### config.mk
export PLATFORM = sky130hd
export DESIGN_NAME = keypad_debounce_number_entry_core_flat
export DESIGN_NICKNAME = d
export VERILOG_FILES = /design/src/rtl/core/kde_pkg.sv /design/src/rtl/core/kde_in_if.sv /design/src/rtl/core/kde_out_if.sv /design/src/rtl/core/kde_lane.sv /design/src/rtl/core/kde_merge.sv /design/src/rtl/core/kde_entry.sv /design/src/rtl/core/keypad_debounce_number_entry_core.sv /design/src/flat_wrapper.sv
export SDC_FILE = /design/constraint.sdc
export NUM_CORES = 2
export LEC_CHECK = 0
export BUFFER_PORTS_ARGS = -buffer_cell sky130_fd_sc_hd__buf_2
export CAP_MARGIN = 20
export CORE_ASPECT_RATIO = 0.5
export CORE_MARGIN = 5
export CORE_UTILIZATION = 65
export CTS_CLUSTER_DIAMETER = 60
export DETAILED_ROUTE_END_ITERATION = 10
export PLACE_DENSITY = 0.82
export REMOVE_ABC_BUFFERS = 1
export SYNTH_ARGS = -nofsm -noshare
export SYNTH_HDL_FRONTEND = slang
export SYNTH_SLANG_ARGS = --single-unit
### constraint.sdc
create_clock -name i_clk -period 13.5 [get_ports i_clk]
set_clock_uncertainty 0.2 [all_clocks]
set_input_delay 0.675 -clock i_clk [delete_from_list [all_inputs] [get_ports i_clk]]
set_output_delay 0.675 -clock i_clk [all_outputs]
set_load 0.1 [all_outputs]
### src/rtl/core/kde_pkg.sv
package kde_pkg;

    localparam int KDE_NUM_KEYS   = 12;
    localparam int KDE_THR_W      = 8;
    localparam int KDE_MAXD_W     = 4;
    localparam int KDE_CODE_W     = 4;
    localparam int KDE_MAG_W      = 32;
    localparam int KDE_QUIET_W    = 9;
    localparam int KDE_VALUE_W    = 31;
    localparam int KDE_CFG_IDX_W  = 1;
    localparam int KDE_CFG_DATA_W = 8;

    localparam logic KDE_OP_START  = 1'b0;
    localparam logic KDE_OP_SAMPLE = 1'b1;

    localparam logic [KDE_CFG_IDX_W-1:0] KDE_REG_THRESHOLD  = 1'b0;
    localparam logic [KDE_CFG_IDX_W-1:0] KDE_REG_MAX_DIGITS = 1'b1;

    localparam logic [KDE_CODE_W-1:0] KDE_KEY_NONE = 4'd0;
    localparam logic [KDE_CODE_W-1:0] KDE_KEY_ZERO = 4'd10;
    localparam logic [KDE_CODE_W-1:0] KDE_KEY_STAR = 4'd11;
    localparam logic [KDE_CODE_W-1:0] KDE_KEY_HASH = 4'd12;

    localparam logic [KDE_THR_W-1:0]  KDE_THR_RESET  = 8'd5;
    localparam logic [KDE_MAXD_W-1:0] KDE_MAXD_RESET = 4'd4;
    localparam logic [KDE_MAXD_W-1:0] KDE_MAXD_LIMIT = 4'd9;

    // reciprocal of ten, exact for any 32-bit dividend with a 35-bit shift
    localparam logic [KDE_MAG_W-1:0] KDE_RECIP10 = 32'hCCCC_CCCD;
    localparam int                   KDE_RECIP_SH = 35;

    // key bit index by priority, highest first
    localparam logic [3:0] KDE_KEY_ORDER [KDE_NUM_KEYS] =
        '{4'd0, 4'd1, 4'd2, 4'd3, 4'd4, 4'd5, 4'd6, 4'd7, 4'd8, 4'd10, 4'd9, 4'd11};

    typedef struct packed {
        logic [KDE_THR_W-1:0]  thr;
        logic [KDE_MAXD_W-1:0] max_digits;
    } t_cfg;

    typedef struct packed {
        logic signed [KDE_VALUE_W-1:0] entry_value;
        logic                          is_negative;
        logic                          display_changed;
        logic                          done_res;
        logic [KDE_CODE_W-1:0]         key_code;
        logic                          any_key;
    } t_result;

    function automatic logic [3:0] kde_digit(input logic [KDE_CODE_W-1:0] code);
        logic [3:0] d;
        d = (code == KDE_KEY_ZERO) ? 4'd0 : code;
        return d;
    endfunction

endpackage

### src/rtl/core/kde_in_if.sv
interface kde_in_if import kde_pkg::*; ();
    logic                    valid;
    logic                    ready;
    logic                    operation;
    logic [KDE_NUM_KEYS-1:0] key_levels;

    modport source (output valid, output operation, output key_levels, input ready);
    modport sink   (input valid, input operation, input key_levels, output ready);
endinterface

### src/rtl/core/kde_out_if.sv
interface kde_out_if import kde_pkg::*; ();
    logic                          valid;
    logic                          ready;
    logic signed [KDE_VALUE_W-1:0] entry_value;
    logic                          is_negative;
    logic                          display_changed;
    logic                          done_res;
    logic [KDE_CODE_W-1:0]         key_code;
    logic                          any_key;

    modport source (output valid, output entry_value, output is_negative,
                    output display_changed, output done_res, output key_code,
                    output any_key, input ready);
    modport sink   (input valid, input entry_value, input is_negative,
                    input display_changed, input done_res, input key_code,
                    input any_key, output ready);
endinterface

### src/rtl/core/kde_lane.sv
module kde_lane import kde_pkg::*; (
    input  logic                 i_clk,
    input  logic                 i_rst_n,
    input  logic                 i_clear,
    input  logic                 i_sample,
    input  logic                 i_level,
    input  logic [KDE_THR_W-1:0] i_thr,
    output logic                 o_down
);

    logic [KDE_THR_W-1:0] r_count;
    logic [KDE_THR_W-1:0] n_count;

    always_comb begin
        n_count = r_count;
        if (i_clear) begin
            n_count = '0;
        end else if (i_sample) begin
            if (!i_level) begin
                n_count = '0;
            end else if (r_count < i_thr) begin
                n_count = r_count + 1'b1;
            end
        end
    end

    assign o_down = (n_count >= i_thr);

    always_ff @(posedge i_clk) begin
        if (!i_rst_n) begin
            r_count <= '0;
        end else begin
            r_count <= n_count;
        end
    end

endmodule

### src/rtl/core/kde_merge.sv
module kde_merge import kde_pkg::*; (
    input  logic [KDE_NUM_KEYS-1:0] i_down,
    output logic [KDE_CODE_W-1:0]   o_key
);

    // lowest priority first so the highest one wins
    always_comb begin
        o_key = KDE_KEY_NONE;
        for (int p = KDE_NUM_KEYS - 1; p >= 0; p--) begin
            if (i_down[KDE_KEY_ORDER[p]]) begin
                o_key = KDE_CODE_W'(p + 1);
            end
        end
    end

endmodule

### src/rtl/core/kde_entry.sv
module kde_entry import kde_pkg::*; (
    input  logic                  i_clk,
    input  logic                  i_rst_n,
    input  logic                  i_accept,
    input  logic                  i_op,
    input  logic [KDE_CODE_W-1:0] i_key,
    input  t_cfg                  i_cfg,
    output t_result               o_res
);

    logic [KDE_CODE_W-1:0]  r_prev,  n_prev;
    logic [KDE_MAG_W-1:0]   r_mag,   n_mag;
    logic [KDE_MAXD_W-1:0]  r_cnt,   n_cnt;
    logic                   r_neg,   n_neg;
    logic [KDE_QUIET_W-1:0] r_quiet, n_quiet;
    logic                   r_act,   n_act;

    logic [2*KDE_MAG_W-1:0] prod;
    logic [KDE_MAG_W-1:0]   quot;
    logic [KDE_MAG_W-1:0]   base;
    logic [KDE_MAG_W-1:0]   signed_mag;
    logic [KDE_MAXD_W-1:0]  limit;
    logic [KDE_CODE_W-1:0]  key;
    logic                   start;
    logic                   changed;
    logic                   done;

    assign start = (i_op == KDE_OP_START);
    assign key   = start ? KDE_KEY_NONE : i_key;
    assign prod  = {{KDE_MAG_W{1'b0}}, r_mag} * {{KDE_MAG_W{1'b0}}, KDE_RECIP10};
    assign quot  = KDE_MAG_W'(prod[2*KDE_MAG_W-1:KDE_RECIP_SH]);
    assign limit = (i_cfg.max_digits > KDE_MAXD_LIMIT) ? KDE_MAXD_LIMIT : i_cfg.max_digits;
    assign base  = (r_cnt >= limit) ? quot : r_mag;

    always_comb begin
        n_prev  = r_prev;
        n_mag   = r_mag;
        n_cnt   = r_cnt;
        n_neg   = r_neg;
        n_quiet = r_quiet;
        n_act   = r_act;
        changed = 1'b0;
        done    = 1'b0;
        if (start) begin
            n_prev  = KDE_KEY_NONE;
            n_mag   = '0;
            n_cnt   = '0;
            n_neg   = 1'b0;
            n_quiet = {1'b0, i_cfg.thr} + KDE_QUIET_W'(2);
            n_act   = 1'b1;
            changed = 1'b1;
        end else begin
            if (r_act && (r_quiet != '0)) begin
                n_quiet = r_quiet - 1'b1;
            end else if (r_act && (key != r_prev)) begin
                case (key)
                    KDE_KEY_HASH: begin
                        done  = 1'b1;
                        n_act = 1'b0;
                    end
                    KDE_KEY_STAR: begin
                        changed = 1'b1;
                        if (r_mag == '0) begin
                            n_neg = ~r_neg;
                        end else begin
                            if (r_cnt != '0) begin
                                n_cnt = r_cnt - 1'b1;
                            end
                            n_mag = quot;
                        end
                    end
                    KDE_KEY_NONE: begin
                        changed = 1'b1;
                    end
                    default: begin
                        changed = 1'b1;
                        if (r_cnt < limit) begin
                            n_cnt = r_cnt + 1'b1;
                        end
                        n_mag = {base[KDE_MAG_W-4:0], 3'b000} + {base[KDE_MAG_W-2:0], 1'b0}
                              + KDE_MAG_W'(kde_digit(key));
                    end
                endcase
            end
            n_prev = key;
        end
    end

    assign signed_mag = n_neg ? (KDE_MAG_W'(0) - n_mag) : n_mag;

    always_comb begin
        o_res.entry_value     = signed_mag[KDE_VALUE_W-1:0];
        o_res.is_negative     = n_neg;
        o_res.display_changed = changed;
        o_res.done_res        = done;
        o_res.key_code        = key;
        o_res.any_key         = (key != KDE_KEY_NONE);
    end

    always_ff @(posedge i_clk) begin
        if (!i_rst_n) begin
            r_prev  <= KDE_KEY_NONE;
            r_mag   <= '0;
            r_cnt   <= '0;
            r_neg   <= 1'b0;
            r_quiet <= '0;
            r_act   <= 1'b0;
        end else if (i_accept) begin
            r_prev  <= n_prev;
            r_mag   <= n_mag;
            r_cnt   <= n_cnt;
            r_neg   <= n_neg;
            r_quiet <= n_quiet;
            r_act   <= n_act;
        end
    end

endmodule

### src/rtl/core/keypad_debounce_number_entry_core.sv
// A request's result is registered into a two-entry output buffer when the request is accepted.
// Throughput: one request per cycle while the buffer has room; twelve counter lanes, the
// priority merge and the entry update all settle in the cycle of acceptance.
// Reset (synchronous, active low): run counters, entry state and buffer fill count cleared,
// threshold set to 5 and max digits to 4.
module keypad_debounce_number_entry_core import kde_pkg::*; (
    input  logic                      i_clk,
    input  logic                      i_rst_n,
    input  logic                      i_cfg_we,
    input  logic [KDE_CFG_IDX_W-1:0]  i_cfg_idx,
    input  logic [KDE_CFG_DATA_W-1:0] i_cfg_data,
    kde_in_if.sink                    i_req,
    kde_out_if.source                 o_rsp
);

    t_cfg                    r_cfg;
    logic [KDE_NUM_KEYS-1:0] down;
    logic [KDE_CODE_W-1:0]   key;
    t_result                 res;
    logic                    accept;
    logic                    sample;
    logic                    clear;

    t_result    r_slot0, n_slot0;
    t_result    r_slot1, n_slot1;
    logic [1:0] r_fill,  n_fill;
    logic [1:0] wr_idx;
    logic       pop;

    assign accept = i_req.valid && i_req.ready;
    assign sample = accept && (i_req.operation == KDE_OP_SAMPLE);
    assign clear  = accept && (i_req.operation == KDE_OP_START);

    always_ff @(posedge i_clk) begin
        if (!i_rst_n) begin
            r_cfg.thr        <= KDE_THR_RESET;
            r_cfg.max_digits <= KDE_MAXD_RESET;
        end else if (i_cfg_we) begin
            unique case (i_cfg_idx)
                KDE_REG_THRESHOLD:  r_cfg.thr        <= i_cfg_data;
                KDE_REG_MAX_DIGITS: r_cfg.max_digits <= i_cfg_data[KDE_MAXD_W-1:0];
                default: ;
            endcase
        end
    end

    for (genvar k = 0; k < KDE_NUM_KEYS; k++) begin : g_lane
        kde_lane u_lane (
            .i_clk    (i_clk),
            .i_rst_n  (i_rst_n),
            .i_clear  (clear),
            .i_sample (sample),
            .i_level  (i_req.key_levels[k]),
            .i_thr    (r_cfg.thr),
            .o_down   (down[k])
        );
    end

    kde_merge u_merge (
        .i_down (down),
        .o_key  (key)
    );

    kde_entry u_entry (
        .i_clk    (i_clk),
        .i_rst_n  (i_rst_n),
        .i_accept (accept),
        .i_op     (i_req.operation),
        .i_key    (key),
        .i_cfg    (r_cfg),
        .o_res    (res)
    );

    // two-entry output buffer
    assign i_req.ready = (r_fill != 2'd2);
    assign pop         = (r_fill != 2'd0) && o_rsp.ready;
    assign wr_idx      = r_fill - {1'b0, pop};

    always_comb begin
        n_slot0 = r_slot0;
        n_slot1 = r_slot1;
        if (pop) begin
            n_slot0 = r_slot1;
        end
        if (accept) begin
            if (wr_idx == 2'd0) begin
                n_slot0 = res;
            end else begin
                n_slot1 = res;
            end
        end
        n_fill = r_fill + {1'b0, accept} - {1'b0, pop};
    end

    always_ff @(posedge i_clk) begin
        r_slot0 <= n_slot0;
        r_slot1 <= n_slot1;
        if (!i_rst_n) begin
            r_fill <= 2'd0;
        end else begin
            r_fill <= n_fill;
        end
    end

    assign o_rsp.valid           = (r_fill != 2'd0);
    assign o_rsp.entry_value     = r_slot0.entry_value;
    assign o_rsp.is_negative     = r_slot0.is_negative;
    assign o_rsp.display_changed = r_slot0.display_changed;
    assign o_rsp.done_res        = r_slot0.done_res;
    assign o_rsp.key_code        = r_slot0.key_code;
    assign o_rsp.any_key         = r_slot0.any_key;

`ifndef ASSERT_OFF
    a_done_no_redraw: assert property (@(posedge i_clk) disable iff (!i_rst_n)
        (o_rsp.valid && o_rsp.done_res) |-> !o_rsp.display_changed)
        else $error("done and display change reported together");

    a_any_key_match: assert property (@(posedge i_clk) disable iff (!i_rst_n)
        o_rsp.valid |-> (o_rsp.any_key == (o_rsp.key_code != KDE_KEY_NONE)))
        else $error("any_key disagrees with key_code");

    a_fill_push: assert property (@(posedge i_clk) disable iff (!i_rst_n)
        (accept && !pop) |=> (r_fill == $past(r_fill) + 2'd1))
        else $error("output buffer lost a request");

    a_start_result: assert property (@(posedge i_clk) disable iff (!i_rst_n)
        (clear && (r_fill == 2'd0)) |=> (o_rsp.display_changed && !o_rsp.any_key))
        else $error("start result malformed");
`endif

endmodule

### src/flat_wrapper.sv
// flat-port wrapper written by rule: the top's interface ports become plain ports
module keypad_debounce_number_entry_core_flat import kde_pkg::*;
  (i_clk, i_rst_n, i_cfg_we, i_cfg_idx, i_cfg_data, i_req_valid, i_req_operation, i_req_key_levels, i_req_ready, o_rsp_valid, o_rsp_entry_value, o_rsp_is_negative, o_rsp_display_changed, o_rsp_done_res, o_rsp_key_code, o_rsp_any_key, o_rsp_ready);
  kde_in_if i_req_i ();
  kde_out_if o_rsp_i ();
  input  logic i_clk;
  input  logic i_rst_n;
  input  logic i_cfg_we;
  input  logic [KDE_CFG_IDX_W-1:0] i_cfg_idx;
  input  logic [KDE_CFG_DATA_W-1:0] i_cfg_data;
  input wire logic [$bits(i_req_i.valid)-1:0] i_req_valid;
  input wire logic [$bits(i_req_i.operation)-1:0] i_req_operation;
  input wire logic [$bits(i_req_i.key_levels)-1:0] i_req_key_levels;
  output wire logic [$bits(i_req_i.ready)-1:0] i_req_ready;
  output wire logic [$bits(o_rsp_i.valid)-1:0] o_rsp_valid;
  output wire logic [$bits(o_rsp_i.entry_value)-1:0] o_rsp_entry_value;
  output wire logic [$bits(o_rsp_i.is_negative)-1:0] o_rsp_is_negative;
  output wire logic [$bits(o_rsp_i.display_changed)-1:0] o_rsp_display_changed;
  output wire logic [$bits(o_rsp_i.done_res)-1:0] o_rsp_done_res;
  output wire logic [$bits(o_rsp_i.key_code)-1:0] o_rsp_key_code;
  output wire logic [$bits(o_rsp_i.any_key)-1:0] o_rsp_any_key;
  input wire logic [$bits(o_rsp_i.ready)-1:0] o_rsp_ready;
  assign i_req_i.valid = i_req_valid;
  assign i_req_i.operation = i_req_operation;
  assign i_req_i.key_levels = i_req_key_levels;
  assign i_req_ready = i_req_i.ready;
  assign o_rsp_valid = o_rsp_i.valid;
  assign o_rsp_entry_value = o_rsp_i.entry_value;
  assign o_rsp_is_negative = o_rsp_i.is_negative;
  assign o_rsp_display_changed = o_rsp_i.display_changed;
  assign o_rsp_done_res = o_rsp_i.done_res;
  assign o_rsp_key_code = o_rsp_i.key_code;
  assign o_rsp_any_key = o_rsp_i.any_key;
  assign o_rsp_i.ready = o_rsp_ready;
  keypad_debounce_number_entry_core u_core (.i_clk(i_clk), .i_rst_n(i_rst_n), .i_cfg_we(i_cfg_we), .i_cfg_idx(i_cfg_idx), .i_cfg_data(i_cfg_data), .i_req(i_req_i), .o_rsp(o_rsp_i));
endmodule
* Word level (Yosys, flattened, before mapping)
Cells that the tools add are included.
** Cells by class
- $add $sub $neg :: 22
- $mul :: 1
- Order comparisons :: 27
- Equality and inequality tests :: 13
- Muxes and demuxes :: 100
- Bitwise operators :: 4
- Reductions and logical operators :: 20
** Operators by type and width (count)
- $mux W8 :: 48
- $mux W32 :: 4
- $mux W39 :: 3
- $add A8 B1 Y8 const B :: 12
- $ge A8 B8 Y1 :: 12
- $lt A8 B8 Y1 :: 12
- $mux W4 :: 22
- $mul A32 B32 Y64 const B :: 1
- $pmux W32 S2 :: 1
- $mux W31 :: 2
- $add A32 B32 Y32 :: 1
- $add A32 B4 Y32 :: 1
- $logic_not A32 Y1 :: 1
- $sub A1 B31 Y31 const A :: 1
- $mux W9 :: 2
- $mux W1 :: 17
- $eq A4 B4 Y1 const B :: 3
- $add A8 B2 Y9 const B :: 1
- $reduce_bool A9 Y1 :: 1
- $sub A9 B1 Y9 const B :: 1
- $pmux W4 S2 :: 1
- $reduce_and A2 Y1 :: 4
- $reduce_bool A4 Y1 :: 2
- $reduce_and A7 Y1 :: 1
- other kinds (19) :: 33
** Storage, ports and cells
- Register bits :: 239
- Input bits :: 27
- Word-level logic and storage cells :: 220

* Longest topological paths before layout
- Word-level depth :: 30
- Mapped depth :: 47
- Gate-level depth less buffers :: 46

* Modules after synthesis
Synthesis repeated with hierarchy kept, for this count alone.
** Second synthesis, totals
- Cells, all modules :: 4369
- Area total of the unflattened synthesis :: 39215.1 sq um
** Modules (own cells, without submodules)
- kde_entry :: times used 1, cells an instance 2851, area each 24888.9 sq um, sequential area each 1021.0 sq um
- kde_lane (u_core.g_lane[0].u_lane ...) :: times used 10, cells an instance 105, area each 890.9 sq um, sequential area each 160.2 sq um
- keypad_debounce_number_entry_core :: times used 1, cells an instance 240, area each 3528.4 sq um, sequential area each 2232.1 sq um
- kde_lane (u_core.g_lane[7].u_lane) :: times used 1, cells an instance 108, area each 902.1 sq um, sequential area each 160.2 sq um
- kde_lane (u_core.g_lane[9].u_lane) :: times used 1, cells an instance 99, area each 858.3 sq um, sequential area each 160.2 sq um
- kde_merge :: times used 1, cells an instance 21, area each 128.9 sq um, sequential area each 0.0 sq um

* Least setup slack after synthesis
Ideal clock, no wire load.
- Kind :: flip-flop to flip-flop
- Start point :: register u_core.u_entry.r_mag[12]
- End point :: register u_core.r_slot0 (netlist bit u_core.o_rsp.entry_value[30])
- Setup time :: 0.114 ns
- Arrival :: 10.613 ns
- Data required time :: 13.186 ns
- Setup slack :: 2.573 ns
- Cell stages (with the launch flop) :: 39
- Path through :: dfxtp_1 > inv_1 > ha_1 > inv_1 > fa_1 > fa_1 > inv_1 > fa_1 > fa_1 > fa_1 > fa_1 > inv_1 > fa_1 > inv_1 > ha_1 > nand4_1 > or3_1 > a2111oi_0 > (+3 left out) > fa_1 > fa_1 > a211oi_1 > o21bai_1 > o21ba_2 > o21ai_0 > a32o_1 > o21ai_0 > nand4_1 > nand3_1 > o21ai_0 > a211oi_1 > a221oi_1 > nand2_1 > nor4b_1 > a41oi_1 > xor2_1 > a21o_1
** RTL lines
- from (decl) :: line kde_entry.sv:12 : logic [KDE_MAG_W-1:0] r_mag, n_mag;
- from (signal assigned) :: line kde_entry.sv:110 : r_mag <= n_mag;
- to (signal assigned) :: line keypad_debounce_number_entry_core.sv:96 : r_slot0 <= n_slot0;
- to (decl) :: line keypad_debounce_number_entry_core.sv:24 : t_result r_slot0, n_slot0;

==> impl_summary.txt <==
----------------------------------------------------
[Routing]
  Drt initial violations ... 2694
  Remaining design rule violation count ... 0
  Via count ... between 20k and 30k
  Detail-routed net length per standard cell ... roughly 23 microns
  Detailed-routing iteration count for the pre-antenna-repair pass ... 6
  Via density per instance ... between 6 and 7
  Antenna Violating Nets Remaining ... 0
  Total wire length ... about 110000 microns

[Floorplan]
  Ports placed on the boundary ... 68
  Core Region ... 0.0537 sq mm
  Row count ... 60
  Die Area ... 0.0593 sq mm
  Die span in x ... roughly 340 microns
  Initial cell density of the core ... roughly 66%
  Height of the die ... roughly 170 microns

[Clock network]
  CTS H-Tree Depth ... 1
  Clock-pin slew on the worst setup and hold paths ... ~0.060 ns
  Cell chosen for the clock root ... sky130_fd_sc_hd__clkbuf_16
  # resized after CTS ... 0
  Clock Path Buffers ... 3
  Clock buffer count from CTS ... 28
  CTS Sinks ... around 240
  Post-CTS setup buffers ... 0
  Clock latency on the worst-skew pair ... 0.58 ns
  Hold-fix buffer count after cts ... 0
  Clock tree from TritonCTS ... done

[Critical path]
  Arrival time worst endpoint ... 13.23 ns
  Max Fanout on Critical Path ... 8
  Crit-path max cell delay ... approximately 0.65 ns
  Cell with the biggest individual delay on the critical path ... sky130_fd_sc_hd__a2111oi_0
  Startpoint type of the worst setup path ... register
  Most common cell type on the critical path ... sky130_fd_sc_hd__fa_1
  Required time worst endpoint ... between 10 and 15 ns
  Crit Path Category ... register to register
  Top Family by Delay on Critical Path ... adder cells
  Crit. End Element ... register
  Critical path buffer and inverter count ... 6

[STA]
  Period utilisation layout ... between 90% and 100%
  Post-route minimum period ... approximately 13 ns
  Unrepaired setup endpoints after global routing ... no
  Headroom to the max-slew limit ... a little under a third
  Max frequency ... between 70 and 80 MHz
  Total of endpoints with negative setup slack in the final report ... 0
  Hold Violations, Final ... 0
  Worst Max-Slew Pin Slew ... about 1.0 ns
  Count of pins over their slew limit ... 0
  Fin worst setup slack ... roughly 0.6 ns
  Total negative slack ... 0 ns

[Cells and area]
  Utilization of the core after routing ... between 60% and 70%
  Proportion of layout cells with a drive suffix above 1 ... approximately 5.6%
  Net count reported at finish ... 4950
  Post-synthesis to final-layout area growth ... 6.08%
  Number of antenna diodes ... 0
  Fill cell total of the finished layout ... between 4k and 5k

[Hold path]
  Worst hold-check path type ... input pin to register

[Yosys]
  Yosys reg bits ... 239
  Seq/Total Area, Yosys ... 14.7%
  Fraction of registers with async set/reset ... 0%
  Number of enable-type register cells in the synthesized netlist ... 39
  Top cells by area, synth ... sky130_fd_sc_hd__fa_1, sky130_fd_sc_hd__ha_1, sky130_fd_sc_hd__dfxtp_1
  Leading area contributor after synthesis ... sky130_fd_sc_hd__fa_1
  Synth Flop Type ... sky130_fd_sc_hd__dfxtp_1
  Cells after Synth ... a little under 4k
  Netlist Area Pre-Place ... between 0.03 and 0.04 sq mm
  Area fraction of the dominant cell type after synthesis ... 23.7%
  Synthesized area per cell ... 9.17 sq um
  Distinct cell type count after synthesis ... 104
  Yosys warning total ... 0

[Placed design]
  Dpl hpwl ... about 87000 microns
  # port buffers ... 67
  Post-Place Worst Slack ... between 0.6 and 0.7 ns
  Routability-driven placement congestion ratio ... between 1 and 1.5

[Outcome]
  Status ... complete, no violations

[Global routing]
  Initial antenna violation count ... 0
  First-pass GRT wire length ... between 150000 and 200000 microns
  Overall Global Routing Usage ... between 30% and 40%
  Leftover overflow at the end of global routing ... 0
  Number of global-route vias before repair ... 29.7k
  Pin count of the biggest net entering global routing ... 100

[Job]
  Number of violations of the max-capacitance limit ... 0

----------------------------------------------------
## cell families after synthesis
kind of cell	after synthesis	share of synthesized area (%)
simple gates	864	12.3
xor+xnor	178	4.42
compound gates	705	13.3
flops	239	14.7
mux	53	1.55
fa+ha+maj	1031	45.5
buf+inv	775	8.28
## cells in the mapped netlist, types with 6 or more instances
cell type,instances
sky130_fd_sc_hd__a211oi_1,48
sky130_fd_sc_hd__xnor2_1,84
sky130_fd_sc_hd__a41oi_1,8
sky130_fd_sc_hd__o41ai_1,7
sky130_fd_sc_hd__or2_2,8
sky130_fd_sc_hd__a31oi_1,14
sky130_fd_sc_hd__nand3_1,80
sky130_fd_sc_hd__mux2i_1,43
sky130_fd_sc_hd__a21oi_1,189
sky130_fd_sc_hd__ha_1,613
sky130_fd_sc_hd__o211ai_1,17
sky130_fd_sc_hd__and4_1,15
sky130_fd_sc_hd__o21bai_1,16
sky130_fd_sc_hd__o211a_1,6
sky130_fd_sc_hd__o31ai_1,12
sky130_fd_sc_hd__a22o_1,6
sky130_fd_sc_hd__and3_1,28
sky130_fd_sc_hd__clkbuf_1,74
sky130_fd_sc_hd__and2_1,33
sky130_fd_sc_hd__mux2_2,9
sky130_fd_sc_hd__a221oi_1,7
sky130_fd_sc_hd__dfxtp_1,200
sky130_fd_sc_hd__nand2_1,180
sky130_fd_sc_hd__nor2_1,216
sky130_fd_sc_hd__a22oi_1,14
sky130_fd_sc_hd__and2_0,6
sky130_fd_sc_hd__nand4_1,51
sky130_fd_sc_hd__inv_1,679
sky130_fd_sc_hd__o22ai_1,12
sky130_fd_sc_hd__fa_1,418
sky130_fd_sc_hd__buf_1,15
sky130_fd_sc_hd__nor2b_1,29
sky130_fd_sc_hd__xor2_1,94
sky130_fd_sc_hd__a21o_1,64
sky130_fd_sc_hd__nand2b_1,72
sky130_fd_sc_hd__o21ai_0,178
sky130_fd_sc_hd__nor3_1,104
sky130_fd_sc_hd__edfxtp_1,39
sky130_fd_sc_hd__o2111ai_1,11
sky130_fd_sc_hd__o21a_1,21
sky130_fd_sc_hd__a211o_1,7
## tightest hold or removal path, delay by kind of cell
family,cells,cell delay [ns]
AND/OR/NAND/NOR,1,0.05
buffers and inverters,1,0.10
AO/OA/AOI/OAI,1,0.05
## through the flow
stage | hold WS, ns | cell area (sq um) | cells
2_1_floorplan | 0.231 | 34900 | 3753
3_3_place_gp | 0.256 | 36500 | 4573
3_5_place_dp | 0.258 | 36500 | 4574
4_1_cts | 0.123 | 37400 | 4625
5_1_grt | 0.144 | 37400 | 4626
6_report | 0.144 | 37400 | 4626
## area by class of cell
type | count | area, sq um | share of cell area (%)
multi-input combinational | 2831 | 27200 | 72.8
tap | 713 | 892 | 2.39
clock buffer | 40 | 776 | 2.07
timing repair buffer | 109 | 659 | 1.76
sequential | 239 | 5180 | 13.8
inverter | 683 | 2570 | 6.86
clock inverter | 11 | 114 | 0.304
## metal layers
layer / global-route usage [%] / part of all wire, % / up-vias
met5: 0 / 0 / -
met4: 15.2 / 5.3 / 0
met3: 9.02 / 9.8 / 352
met2: 58.2 / 45 / 1348
met1: 46.2 / 40 / 14025
li1: - / - / 13088
## flip-flops by register name, indices dropped and copies added, names as in the netlist
name	count
u_core.u_entry.r_quiet	9
u_core.u_entry.r_cnt	4
u_core.o_rsp.is_negative	1
u_core.o_rsp.done_res	1
u_core.u_entry.r_mag	32
u_core.o_rsp.key_code	4
u_core.o_rsp.any_key	1
u_core.o_rsp.entry_value	31
u_core.g_lane.u_lane.r_count	96
u_core.r_cfg	12
u_core.o_rsp.display_changed	1
u_core.r_fill	2
u_core.u_entry.r_act	1
u_core.r_slot1	39
u_core.u_entry.r_prev	4
u_core.u_entry.r_neg	1
## cells in the final DEF, fill, tap and decap left out, types with 7 or more instances in the layout
cell / Yosys / final
sky130_fd_sc_hd__xor2_1: 94 / 94
sky130_fd_sc_hd__nand2_1: 180 / 179
sky130_fd_sc_hd__edfxtp_1: 39 / 39
sky130_fd_sc_hd__nor3_1: 104 / 103
sky130_fd_sc_hd__o211ai_1: 17 / 17
sky130_fd_sc_hd__inv_1: 679 / 678
sky130_fd_sc_hd__mux2i_1: 43 / 43
sky130_fd_sc_hd__buf_2: 1 / 67
sky130_fd_sc_hd__clkbuf_1: 74 / 9
sky130_fd_sc_hd__buf_4: 2 / 40
sky130_fd_sc_hd__mux2_2: 9 / 9
sky130_fd_sc_hd__a22oi_1: 14 / 14
sky130_fd_sc_hd__a21oi_1: 189 / 188
sky130_fd_sc_hd__dfxtp_1: 200 / 199
sky130_fd_sc_hd__xnor2_1: 84 / 84
sky130_fd_sc_hd__o21bai_1: 16 / 16
sky130_fd_sc_hd__clkbuf_16: 0 / 28
sky130_fd_sc_hd__and4_1: 15 / 15
sky130_fd_sc_hd__o31ai_1: 12 / 12
sky130_fd_sc_hd__and2_1: 33 / 32
sky130_fd_sc_hd__a41oi_1: 8 / 7
sky130_fd_sc_hd__ha_1: 613 / 612
sky130_fd_sc_hd__nor2_1: 216 / 215
sky130_fd_sc_hd__nor2b_1: 29 / 29
sky130_fd_sc_hd__nand4_1: 51 / 51
sky130_fd_sc_hd__nand2b_1: 72 / 72
sky130_fd_sc_hd__o21a_1: 21 / 21
sky130_fd_sc_hd__o41ai_1: 7 / 7
sky130_fd_sc_hd__fa_1: 418 / 418
sky130_fd_sc_hd__o22ai_1: 12 / 12
sky130_fd_sc_hd__or2_2: 8 / 8
sky130_fd_sc_hd__nand3_1: 80 / 80
sky130_fd_sc_hd__o2111ai_1: 11 / 11
sky130_fd_sc_hd__a211oi_1: 48 / 48
sky130_fd_sc_hd__o21ai_0: 178 / 178
sky130_fd_sc_hd__a211o_1: 7 / 7
sky130_fd_sc_hd__and3_1: 28 / 27
sky130_fd_sc_hd__a21o_1: 64 / 64
sky130_fd_sc_hd__a31oi_1: 14 / 14
sky130_fd_sc_hd__a221oi_1: 7 / 7
## path summary, 6_finish.rpt
path | from | endpoint | slack (ns) | cells after the start
min | i_cfg_data[4] | u_core.r_cfg[8] | 0.14 | 3
max reg2reg | u_core.u_entry.r_mag[10] | u_core.o_rsp.entry_value[24] | 0.59 | 39
min reg2reg | u_core.r_cfg[3] | u_core.r_cfg[3] | 0.27 | 2
max | u_core.u_entry.r_mag[10] | u_core.o_rsp.entry_value[24] | 0.59 | 39
Power is not shown: default switching activity piles up to over one toggle a cycle in this logic, so the estimate is an artifact.
